$ cat src/hdl/atcp_pkg.sv
// Shared types and constants of the AT command frame parser.
`default_nettype none
package atcp_pkg;

   localparam int NAME_MAX_DEFAULT    = 16;
   localparam int PAYLOAD_MAX_DEFAULT = 256;

   localparam logic CMD_BYTE    = 1'b0;
   localparam logic CMD_TIMEOUT = 1'b1;

   localparam logic [7:0] CHAR_UPPER_A = 8'h41;
   localparam logic [7:0] CHAR_LOWER_A = 8'h61;
   localparam logic [7:0] CHAR_UPPER_T = 8'h54;
   localparam logic [7:0] CHAR_LOWER_T = 8'h74;
   localparam logic [7:0] CHAR_UPPER_Z = 8'h5A;
   localparam logic [7:0] CHAR_LOWER_Z = 8'h7A;
   localparam logic [7:0] CHAR_PLUS    = 8'h2B;
   localparam logic [7:0] CHAR_CR      = 8'h0D;
   localparam logic [7:0] CHAR_LF      = 8'h0A;

   localparam int MIN_FRAME_BYTES = 2;

   typedef enum logic [2:0] {
      PH_IDLE = 3'd0,
      PH_A    = 3'd1,
      PH_AT   = 3'd2,
      PH_ATCR = 3'd3,
      PH_NAME = 3'd4,
      PH_DATA = 3'd5
   } phase_type;

   typedef enum logic [2:0] {
      EV_OK        = 3'd0,
      EV_LETTER    = 3'd1,
      EV_DATA      = 3'd2,
      EV_VALID     = 3'd3,
      EV_MALFORMED = 3'd4,
      EV_ABORT     = 3'd5
   } event_type;

   typedef struct packed {
      logic       command;
      logic [7:0] rx_byte;
   } req_type;

   typedef struct packed {
      event_type  event_res;
      logic [7:0] value;
      logic [4:0] name_count;
      logic [8:0] payload_count;
   } rsp_type;

   // Handshake state between the stages.
   typedef struct packed {
      logic fire;
      logic rsp_ready;
   } flow_type;

endpackage
`default_nettype wire

$ cat src/hdl/atcp_req_stage.sv
// Input register of the parser: holds one accepted beat until the parser takes it.
`default_nettype none
module atcp_req_stage
   import atcp_pkg::*;
(
   input  wire logic    clock,
   input  wire logic    reset,
   input  wire logic    req_valid,
   output      logic    req_stall,
   input  wire req_type req_data,
   input  wire logic    rsp_ready,
   output      flow_type flow,
   output      req_type item
);

   logic    valid_ff;
   logic    valid_in;
   req_type item_ff;

   always_comb begin
      flow.rsp_ready = rsp_ready;
      flow.fire      = valid_ff && rsp_ready;
      req_stall      = valid_ff && !rsp_ready;
      valid_in       = req_stall ? valid_ff : req_valid;
   end

   always_ff @(posedge clock) begin
      if (reset) begin
         valid_ff <= 1'b0;
      end else begin
         valid_ff <= valid_in;
      end
      if (!req_stall) begin
         item_ff <= req_data;
      end
   end

   assign item = item_ff;

endmodule
`default_nettype wire

$ cat src/hdl/atcp_parser.sv
// Parse state of the AT frame parser and the step logic for one beat.
`default_nettype none
module atcp_parser
   import atcp_pkg::*;
#(
   parameter int NAME_MAX    = NAME_MAX_DEFAULT,
   parameter int PAYLOAD_MAX = PAYLOAD_MAX_DEFAULT
) (
   input  wire logic     clock,
   input  wire logic     reset,
   input  wire flow_type flow,
   input  wire req_type  item,
   output      logic     res_valid,
   output      rsp_type  res
);

   localparam int LW  = $clog2(NAME_MAX + 1);
   localparam int BW  = $clog2(PAYLOAD_MAX + 1);
   localparam int LWX = (LW > 5) ? LW : 5;
   localparam int BWX = (BW > 9) ? BW : 9;

   phase_type      phase_ff, phase_in;
   logic [LW-1:0]  letters_ff, letters_in;
   logic [BW-1:0]  bytes_ff, bytes_in;
   logic [15:0]    last_ff, last_in;

   logic [7:0]     c;
   logic           is_a, is_t, is_letter, name_full, data_full, frame_ok;
   phase_type      look_a_phase;
   logic [LW-1:0]  emit_letters;
   logic [BW-1:0]  emit_bytes;
   logic [LWX-1:0] letters_wide;
   logic [BWX-1:0] bytes_wide;

   always_comb begin
      c            = item.rx_byte;
      is_a         = (c == CHAR_UPPER_A) || (c == CHAR_LOWER_A);
      is_t         = (c == CHAR_UPPER_T) || (c == CHAR_LOWER_T);
      is_letter    = ((c >= CHAR_UPPER_A) && (c <= CHAR_UPPER_Z)) ||
                     ((c >= CHAR_LOWER_A) && (c <= CHAR_LOWER_Z));
      name_full    = letters_ff >= LW'(NAME_MAX);
      data_full    = bytes_ff >= BW'(PAYLOAD_MAX);
      frame_ok     = (bytes_ff >= BW'(MIN_FRAME_BYTES)) && (last_ff == {CHAR_CR, CHAR_LF});
      look_a_phase = is_a ? PH_A : PH_IDLE;
   end

   // Next phase.
   always_comb begin
      phase_in = phase_ff;
      if (flow.fire) begin
         if (item.command == CMD_TIMEOUT) begin
            phase_in = PH_IDLE;
         end else begin
            case (phase_ff)
               PH_IDLE: begin
                  phase_in = look_a_phase;
               end
               PH_A: begin
                  phase_in = is_t ? PH_AT : look_a_phase;
               end
               PH_AT: begin
                  if (c == CHAR_PLUS) begin
                     phase_in = PH_NAME;
                  end else if (c == CHAR_CR) begin
                     phase_in = PH_ATCR;
                  end else begin
                     phase_in = look_a_phase;
                  end
               end
               PH_ATCR: begin
                  phase_in = (c == CHAR_LF) ? PH_IDLE : look_a_phase;
               end
               PH_NAME: begin
                  if (name_full) begin
                     phase_in = look_a_phase;
                  end else if (is_letter) begin
                     phase_in = PH_NAME;
                  end else begin
                     phase_in = data_full ? look_a_phase : PH_DATA;
                  end
               end
               PH_DATA: begin
                  phase_in = data_full ? look_a_phase : PH_DATA;
               end
               default: begin
                  // Unused phase codes behave as idle.
                  phase_in = look_a_phase;
               end
            endcase
         end
      end
   end

   // Counters, byte history and result.
   always_comb begin
      letters_in    = letters_ff;
      bytes_in      = bytes_ff;
      last_in       = last_ff;
      res_valid     = 1'b0;
      res.event_res = EV_OK;
      res.value     = 8'h00;
      emit_letters  = letters_ff;
      emit_bytes    = bytes_ff;
      if (flow.fire) begin
         if (item.command == CMD_TIMEOUT) begin
            if (phase_ff != PH_IDLE) begin
               res_valid     = 1'b1;
               res.event_res = frame_ok ? EV_VALID : EV_MALFORMED;
               letters_in    = '0;
               bytes_in      = '0;
               last_in       = '0;
            end
         end else begin
            case (phase_ff)
               PH_AT: begin
                  if (c == CHAR_PLUS) begin
                     letters_in = '0;
                     bytes_in   = '0;
                     last_in    = '0;
                  end
               end
               PH_ATCR: begin
                  if (c == CHAR_LF) begin
                     letters_in    = '0;
                     bytes_in      = '0;
                     last_in       = '0;
                     res_valid     = 1'b1;
                     res.event_res = EV_OK;
                     emit_letters  = '0;
                     emit_bytes    = '0;
                  end
               end
               PH_NAME, PH_DATA: begin
                  res_valid = 1'b1;
                  if ((phase_ff == PH_NAME && name_full) ||
                      ((phase_ff == PH_DATA || !is_letter) && data_full)) begin
                     res.event_res = EV_ABORT;
                     letters_in    = '0;
                     bytes_in      = '0;
                     last_in       = '0;
                  end else if (phase_ff == PH_NAME && is_letter) begin
                     letters_in    = letters_ff + LW'(1);
                     emit_letters  = letters_in;
                     res.event_res = EV_LETTER;
                     res.value     = c;
                  end else begin
                     bytes_in      = bytes_ff + BW'(1);
                     emit_bytes    = bytes_in;
                     last_in       = {last_ff[7:0], c};
                     res.event_res = EV_DATA;
                     res.value     = c;
                  end
               end
               default: begin
               end
            endcase
         end
      end
      letters_wide      = LWX'(emit_letters);
      bytes_wide        = BWX'(emit_bytes);
      res.name_count    = letters_wide[4:0];
      res.payload_count = bytes_wide[8:0];
   end

   always_ff @(posedge clock) begin
      if (reset) begin
         phase_ff   <= PH_IDLE;
         letters_ff <= '0;
         bytes_ff   <= '0;
         last_ff    <= '0;
      end else begin
         phase_ff   <= phase_in;
         letters_ff <= letters_in;
         bytes_ff   <= bytes_in;
         last_ff    <= last_in;
      end
   end

   // Every byte in the name or data phase yields exactly one result.
   assert property (@(posedge clock) disable iff (reset)
      flow.fire && item.command == CMD_BYTE &&
      (phase_ff == PH_NAME || phase_ff == PH_DATA) |-> res_valid)
      else $error("name or data byte produced no result");

   // A timeout always leaves the parser idle with a cleared frame.
   assert property (@(posedge clock) disable iff (reset)
      flow.fire && item.command == CMD_TIMEOUT |=>
      phase_ff == PH_IDLE && letters_ff == '0 && bytes_ff == '0)
      else $error("timeout did not clear the frame");

   // The counters never pass their limits.
   assert property (@(posedge clock) disable iff (reset)
      letters_ff <= LW'(NAME_MAX) && bytes_ff <= BW'(PAYLOAD_MAX))
      else $error("frame counter beyond its limit");

   // State only moves when a beat is taken.
   assert property (@(posedge clock) disable iff (reset)
      !flow.fire |=> $stable(phase_ff) && $stable(bytes_ff) && $stable(letters_ff))
      else $error("parse state changed without a beat");

endmodule
`default_nettype wire

$ cat src/hdl/atcp_rsp_stage.sv
// Result register of the parser, held while the receiver stalls.
`default_nettype none
module atcp_rsp_stage
   import atcp_pkg::*;
(
   input  wire logic     clock,
   input  wire logic     reset,
   input  wire flow_type flow,
   input  wire logic     res_valid,
   input  wire rsp_type  res,
   output      logic     rsp_valid,
   input  wire logic     rsp_stall,
   output      rsp_type  rsp_data,
   output      logic     rsp_ready
);

   logic    valid_ff, valid_in;
   rsp_type data_ff;

   always_comb begin
      rsp_ready = !valid_ff || !rsp_stall;
      valid_in  = flow.rsp_ready ? (flow.fire && res_valid) : valid_ff;
   end

   always_ff @(posedge clock) begin
      if (reset) begin
         valid_ff <= 1'b0;
      end else begin
         valid_ff <= valid_in;
      end
      if (flow.rsp_ready) begin
         data_ff <= res;
      end
   end

   assign rsp_valid = valid_ff;
   assign rsp_data  = data_ff;

endmodule
`default_nettype wire

$ cat src/hdl/at_command_frame_parser.sv
// Top level of the AT command frame parser.
// Usage:
//   The request channel carries one beat per received byte or per receive-idle
//   timeout (command = 1). The response channel carries zero or one event per
//   request beat: ok reply, name letter, data byte, frame valid, frame
//   malformed or aborted, with the name and data counts of the frame.
//   A request beat is captured in an input register, evaluated by the parser
//   step logic and placed in the result register, which drives rsp_valid.
//   One beat is taken every cycle while the receiver does not stall; the rate
//   is set by the single parse step between the input and result registers.
//   When the receiver stalls, the result register holds its beat, the input
//   register holds the pending request and req_stall rises once both are
//   full. Beats that produce no event pass through without a response.
//   Reset returns the parser to waiting for 'A' with empty counts and clears
//   both registers' valid flags.
`default_nettype none
module at_command_frame_parser
   import atcp_pkg::*;
#(
   parameter int NAME_MAX    = NAME_MAX_DEFAULT,
   parameter int PAYLOAD_MAX = PAYLOAD_MAX_DEFAULT
) (
   input  wire logic    clock,
   input  wire logic    reset,
   input  wire logic    req_valid,
   output      logic    req_stall,
   input  wire req_type req_data,
   output      logic    rsp_valid,
   input  wire logic    rsp_stall,
   output      rsp_type rsp_data
);

   flow_type flow;
   req_type  item;
   logic     res_valid;
   rsp_type  res;
   logic     rsp_ready;

   atcp_req_stage u_req_stage (
      .clock     (clock),
      .reset     (reset),
      .req_valid (req_valid),
      .req_stall (req_stall),
      .req_data  (req_data),
      .rsp_ready (rsp_ready),
      .flow      (flow),
      .item      (item)
   );

   atcp_parser #(
      .NAME_MAX    (NAME_MAX),
      .PAYLOAD_MAX (PAYLOAD_MAX)
   ) u_parser (
      .clock     (clock),
      .reset     (reset),
      .flow      (flow),
      .item      (item),
      .res_valid (res_valid),
      .res       (res)
   );

   atcp_rsp_stage u_rsp_stage (
      .clock     (clock),
      .reset     (reset),
      .flow      (flow),
      .res_valid (res_valid),
      .res       (res),
      .rsp_valid (rsp_valid),
      .rsp_stall (rsp_stall),
      .rsp_data  (rsp_data),
      .rsp_ready (rsp_ready)
   );

endmodule
`default_nettype wire

$ cat config.mk
export PLATFORM = sky130hd
export DESIGN_NAME = at_command_frame_parser
export DESIGN_NICKNAME = d
export VERILOG_FILES = /design/src/hdl/atcp_pkg.sv /design/src/hdl/atcp_req_stage.sv /design/src/hdl/atcp_parser.sv /design/src/hdl/atcp_rsp_stage.sv /design/src/hdl/at_command_frame_parser.sv
export SDC_FILE = /design/constraint.sdc
export NUM_CORES = 1
export LEC_CHECK = 0
export ABC_AREA = 1
export ABC_CLOCK_PERIOD_IN_PS = 3500
export BUFFER_PORTS_ARGS = -buffer_cell sky130_fd_sc_hd__clkbuf_2
export CAP_MARGIN = 20
export CORE_MARGIN = 4
export CORE_UTILIZATION = 60
export DETAILED_ROUTE_END_ITERATION = 8
export GPL_ROUTABILITY_DRIVEN = 0
export HOLD_SLACK_MARGIN = 0.08
export PLACE_DENSITY = 0.81
export SYNTH_ARGS = -nofsm -noshare
export SYNTH_HDL_FRONTEND = slang
export SYNTH_SLANG_ARGS = --single-unit
$ cat constraint.sdc
create_clock -name clock -period 3.5 [get_ports clock]
set_input_delay 0.35 -clock clock [delete_from_list [all_inputs] [get_ports clock]]
set_output_delay 0.35 -clock clock [all_outputs]
set_load 0.03 [all_outputs]
==> flow_summary.ini, run 1 <==
[sta]
fin_setup_tns_ns = 0
clock_skew_ns = 0.004307
min_period_ns = 2.338
rsz0062_at_grt = false
fmax_mhz = 427.7
relSlewSlack = 0.6047
period_share = 0.6681
hold_viol = 0
worst_slew_pin_slew_ns = 0.5911
slew_violations = 0
setup_viol = 0

[global_route]
grt_pass1_wl_um = 15850
grt.overflow.total = 0
antenna_found_initial = 0
grt_pass1_vias = 3365
grt_max_degree = 31
grt_use_total = 0.2686

[clock_tree]
cts.clk_slew.worst_paths_ns = 0.08
cts_resized = 0
h-tree-depth = 3
cts_hold_buf = 0
clockBufferDepth = 2
cts_tree = built
post_cts_buffers = 0
worstSkewPairLatency_ns = 0.35
cts-root-buf = clkbuf_8
cts_buffers = 9
clock-sinks = 69

[synth]
synth_cell_types = 31
syn-cell-area_um2 = 3744
synth_ff_type = dfxtp_1
syn_avg_cell_area_um2 = 7.326
ys_seq_elements = 69
ys_seq_area_frac = 0.4599
synth_enable_flop_cells = 34
ys_async_sr_fraction = 0
yosys_warnings = 0
synthCells = 511
ys_top_cells_by_area = edfxtp_1 27%, dfxtp_1 19%, nand2_1 16%, nor2_1 5.6%, inv_1 5.5%
synth_top_area_cell = edfxtp_1
synthTopCellsByCount = 157 x nand2_1, 56 x nor2_1, 55 x inv_1
synth_most_common_cell = nand2_1
synth_top_area_frac = 0.2727
syn_nets = 528

[setup_path]
crit_arrival_ns = 2.43
rr_worst_depth = 8
regToRegSetupSlack_ns = 1.16
required_ns = 3.60
cp-start-kind = flop
endpoint = u_rsp_stage.rsp_data[4]$_DFFE_PN_
crit_start = u_req_stage.item[2]$_DFFE_PN_
crit_fanout = 13
r2r-end = u_rsp_stage.rsp_data[4]$_DFFE_PN_
crit_type = flop to flop
reg2reg_from = u_req_stage.item[2]$_DFFE_PN_
endpoint_kind = flop

[pwr]
power_per_cell_area_nw_per_um2 = 405.2
pwr-share-seq = 0.511
power.internal_w = 0.001292
clkPwrFrac = 0.446
switching_share = 0.2406
p_switching_w = 0.0004093
ir_worst_vdd_mv = 0.3851
power_frac_comb = 0.044
p_leak_nw = 1.958

[min_path]
hp-class = input pin to flop
hold_depth = 1

[placement]
dpl.hpwl_um = 6541
io_buffer_count = 39

[routing]
final_antenna_net_count = 0
routed_wl_um = 9462
wl_met2_um = 4489
highest_layer = met4
route.detailed.wl_per_inst_um = 15.02
vias = 3598
wl_met1_um = 3820
drc = 0
viasPerCell = 5.711
first_pass_iters = 7
drt_iter0_drc = 493
dr_wl_met3_um = 989

[floorplanning]
start_util = 0.6249
die_height_um = 86.99
rows = 28
die_area_um2 = 7567
coreArea_um2 = 5991
die_x_um = 86.99
num_io_pins = 40

[cells_and_area]
fin_util = 0.7009
drive_gt1_frac = 0.1550
nets = 567
fill_cells = 484
area_growth_pct = 12.17
insertedDiodeCount = 0

[run]
maxCapViolCount = 0

[run_status]
status = completed
==> layout make-up <==
cell class / instances / area (µm²) / share of cell area
flip-flops and latches: 69 / 1722 / 0.4100
multi-input cells: 363 / 1693 / 0.4032
inverters: 65 / 244.0 / 0.05810
repair buffers: 42 / 217.7 / 0.05185
clock buffers: 9 / 123.9 / 0.02950
clock inverters: 7 / 105.1 / 0.02503
well taps: 75 / 93.84 / 0.02235
==> worst max-delay path: stages, from the launching register on <==
cell and delay [ns]:
edfxtp_1 0.49, inv_1 0.16, nand2_1 0.07, nand2_1 0.11
nand4_1 0.49, o21ai_0 0.33, o21ai_0 0.14, o21ai_0 0.21
nand2_1 0.09
==> cell families (layout without fill, tap and decap cells) <==
family,Yosys count,count (layout),synth area share
XOR/XNOR,3,3,0.007020
flip-flops,69,69,0.4599
AND/OR/NAND/NOR,291,291,0.3422
AO/OA/AOI/OAI,65,65,0.08957
buffers and inverters,79,123,0.08790
adder cells (fa/ha/maj),4,4,0.01337
==> power by group through the flow <==
stage	clock network, W	registers [W]	logic, W
3_3_place_gp	0	0.000886	0.0000717
5_1_grt	0.000802	0.000871	0.0000827
6_report	0.000758	0.000869	0.0000743
4_1_cts	0.000758	0.000868	0.0000738
3_5_place_dp	0	0.000887	0.0000733
2_1_floorplan	0	0.000893	0.0000447
==> state kept, by name (all words and copies together), names as in the netlist <==
register / count
u_req_stage.valid_ff: 1
u_parser.bytes_ff: 9
u_rsp_stage.rsp_valid: 1
u_parser.last_ff: 16
u_parser.phase_ff: 3
u_parser.letters_ff: 5
u_rsp_stage.rsp_data: 25
u_req_stage.item: 9
==> worst min path at each step <==
stage,slack [ns],startpoint,endpoint
finish,0.17,req_data[4],u_req_stage.item[4]$_DFFE_PN_
global route,0.15,req_data[7],u_req_stage.item[7]$_DFFE_PN_
CTS,0.16,req_data[8],u_req_stage.item[8]$_DFFE_PN_
detailed placement,0.47,u_parser.last_ff[11]$_SDFFE_PP0P_,u_parser.last_ff[11]$_SDFFE_PP0P_
global placement,0.46,u_parser.last_ff[8]$_SDFFE_PP0P_,u_parser.last_ff[8]$_SDFFE_PP0P_
floorplan,0.44,u_parser.last_ff[11]$_SDFFE_PP0P_,u_parser.last_ff[11]$_SDFFE_PP0P_
==> cells in the final DEF (no fill, tap or decap), types with 3 or more instances in the layout <==
cell and n:
nor3_1 12, nand3_1 33, nand2_2 6, inv_6 3, dfxtp_1 35, edfxtp_1 34, a21oi_1 32, ha_1 4
nand2_1 157, xor2_1 3, clkbuf_8 9, nor2_1 56, inv_2 10, o21ai_1 5, inv_1 55, o21ai_0 24
buf_4 3, nand2_4 3, clkbuf_2 39, nand4_1 14
==> routing by layer <==
metal | up-vias | global-route usage
li1 | 1731 | -
met1 | 1613 | 0.3593
met2 | 231 | 0.4313
met3 | 23 | 0.05393
met4 | 0 | 0.09773
met5 | - | 0
==> through the flow <==
step | hold WS (ns) | instances | setup slack, ns | area [µm²] | power [W]
after floorplan | 0.4433 | 511 | 1.144 | 3744 | 0.0009377
after global placement | 0.4582 | 614 | 1.289 | 3970 | 0.0009581
after detailed placement | 0.4690 | 614 | 1.271 | 3970 | 0.0009603
after CTS | 0.1615 | 630 | 1.221 | 4199 | 0.001700
after global routing | 0.1513 | 630 | 0.9439 | 4199 | 0.001755
final | 0.1714 | 630 | 1.162 | 4199 | 0.001701
No activity file was read; power rests on OpenSTA's default activity.
==> run 2: changes to the inputs <==
Settings changed: ABC_CLOCK_PERIOD_IN_PS 3500 to 1900, CORE_UTILIZATION 60 to 53, PLACE_DENSITY 0.81 to 0.76.
Clock period 3.5 ns to 1.9 ns, I/O delays scaled along.
==> run 2 against run 1 <==
Final area grew 14%. Sequential power grew 84%. Total power up 75%. Setup slack got worse by 1.1 ns. Count of clock-buffer cells in the layout stayed put. Non-clock buffer count increased by 44. Clock skew increased by 0.0051 ns. Fmax grew 24%. Utilization rose by 0.20 points. Highest routed layer unchanged. Largest cell class is now multi-input combinational cells. Combinational power rose to 2.9 times the previous value.
==> flow_summary.ini, run 2 (synthesis results as in run 1) <==
[cells_and_area]
multiInputGateArea_um2 = 1929
area_growth_pct = 28.28
nets = 613
mostFrequentLayoutCell = nand2_1
drive_gt1_frac = 0.2762
largest_reg_flops = 25
insertedDiodeCount = 0
seq_area_um2 = 1725
fill_cells = 526
layout_common_cells = 147 x nand2_1, 53 x inv_1, 47 x nor2_1

[floorplanning]
die_x_um = 92.05
coreArea_um2 = 6832
die_area_um2 = 8472
num_io_pins = 40
die_height_um = 92.05
rows = 30
start_util = 0.5480

[clock_tree]
cts_tree = built
h-tree-depth = 3
cts_buffers = 9
worstSkewPairLatency_ns = 0.36
cts.clk_slew.worst_paths_ns = 0.07
clockBufferDepth = 2
cts-root-buf = clkbuf_8
clock-sinks = 69

[sta]
fin_setup_tns_ns = 0
slew_violations = 0
fin_ws_ns = 0.01202
min_period_ns = 1.888
rsz0062_at_grt = true
setup_viol = 0
fmax_mhz = 529.7
worst_slew_pin_slew_ns = 0.4366
period_share = 0.9937
relSlewSlack = 0.7086
clock_skew_ns = 0.009369
hold_viol = 0

[routing]
vias = 3830
drt_iter0_drc = 365
route.detailed.wl_per_inst_um = 15.08
routed_wl_um = 10510
viasPerCell = 5.495
first_pass_iters = 6
drc = 0
final_antenna_net_count = 0

[global_route]
grt_max_degree = 31
antenna_found_initial = 0
grt_pass1_vias = 3505
grt.overflow.total = 0
grt_use_total = 0.2400
grt_pass1_wl_um = 16060

[run]
maxCapViolCount = 0

[setup_path]
crit_type = flop to flop
endpoint_kind = flop
crit_fanout = 5
required_ns = 2.02
cp-start-kind = flop
crit_arrival_ns = 2.00

[placement]
dp_slack_ns = -0.2009
io_buffer_count = 39
dpl.hpwl_um = 6826

[pwr]
p_total_w = 0.002983
power_per_cell_area_nw_per_um2 = 621.2
p_leak_nw = 2.181
ir_worst_vdd_mv = 0.6068

[run_status]
status = completed

[min_path]
hp-class = input pin to flop
==> run 2: changes by cell type in the layout (fill, tap and decap cells not counted), moves of 7 or more <==
cell / before / now
buf_4: 3 / 33
a21oi_1: 32 / 22
dlygate4sd3_1: 0 / 10
nand2_1: 157 / 147
a21oi_2: 0 / 9
nor2_1: 56 / 47
nor2_2: 2 / 9
o21ai_0: 24 / 17
o21ai_2: 1 / 8
==> run 2: layer usage <==
layer	part of all wire	track usage	up-vias
met3	0.064	0.04840	55
met4	0.049	0.1448	0
met5	0	0	-
li1	-	-	1827
met1	0.40	0.2782	1732
met2	0.49	0.4069	216
==> run 2: path summary, 6_finish.rpt <==
| check | end | slack (ns) | depth (start not counted) | startpoint |
|---|---|---|---|---|
| max | u_rsp_stage.rsp_data[12]$_DFFE_PN_ | 0.01 | 12 | u_req_stage.item[2]$_DFFE_PN_ |
| min | u_parser.last_ff[13]$_SDFFE_PP0P_ | 0.30 | 3 | reset |
| max reg2reg | u_rsp_stage.rsp_data[12]$_DFFE_PN_ | 0.01 | 12 | u_req_stage.item[2]$_DFFE_PN_ |
| min reg2reg | u_parser.last_ff[11]$_SDFFE_PP0P_ | 0.47 | 2 | u_parser.last_ff[11]$_SDFFE_PP0P_ |
==> run 2: final cells by class <==
class | instances | share of cell area
Tap cell | 96 | 0.02501
Timing Repair Buffer | 86 | 0.1225
Clock inverter | 7 | 0.01381
Multi-Input combinational cell | 365 | 0.4018
Sequential cell | 69 | 0.3593
Inverter | 65 | 0.05185
Clock buffer | 9 | 0.02579
==> run 2: what timing repair did <==
item,in CTS,in global routing
hold buffers,10,0
setup buffers,5,9
pin swaps,1,20
setup endpoints to repair,28,36
gates cloned,0,2
resized for setup,5,62
endpoints found under the hold margin,10,0
==> run 2: through the flow <==
| stage | hold slack (ns) | cell area [µm²] | utilization | std cells |
|---|---|---|---|---|
| after floorplan | 0.2889 | 3761 | - | 511 |
| after global placement | 0.3681 | 4164 | 0.6095 | 655 |
| after detailed placement | 0.3686 | 4164 | 0.6095 | 655 |
| after CTS | 0.2885 | 4514 | 0.6608 | 686 |
| after global routing | 0.3178 | 4802 | 0.7029 | 697 |
| final | 0.2962 | 4802 | 0.7029 | 697 |
==> run 2: report_power, final <==
part	internal, W	switching [W]	leakage, nW
Clock	0.000596	0.000565	0.0903
Combinational	0.0000871	0.000132	1.41
Sequential	0.00158	0.0000221	0.686
Total	0.00226	0.000719	2.18
==> run 2: critical path, cell delays in order, from the launching register on <==
cell and delay [ns]:
edfxtp_1 0.50, inv_2 0.11, nand2_2 0.05, nand2_2 0.09, nand3_2 0.10, buf_6 0.14
nor2_8 0.13, buf_6 0.13, nand2_4 0.04, nand3_2 0.07, nand2_2 0.07, o21ai_2 0.13
nand2_1 0.06
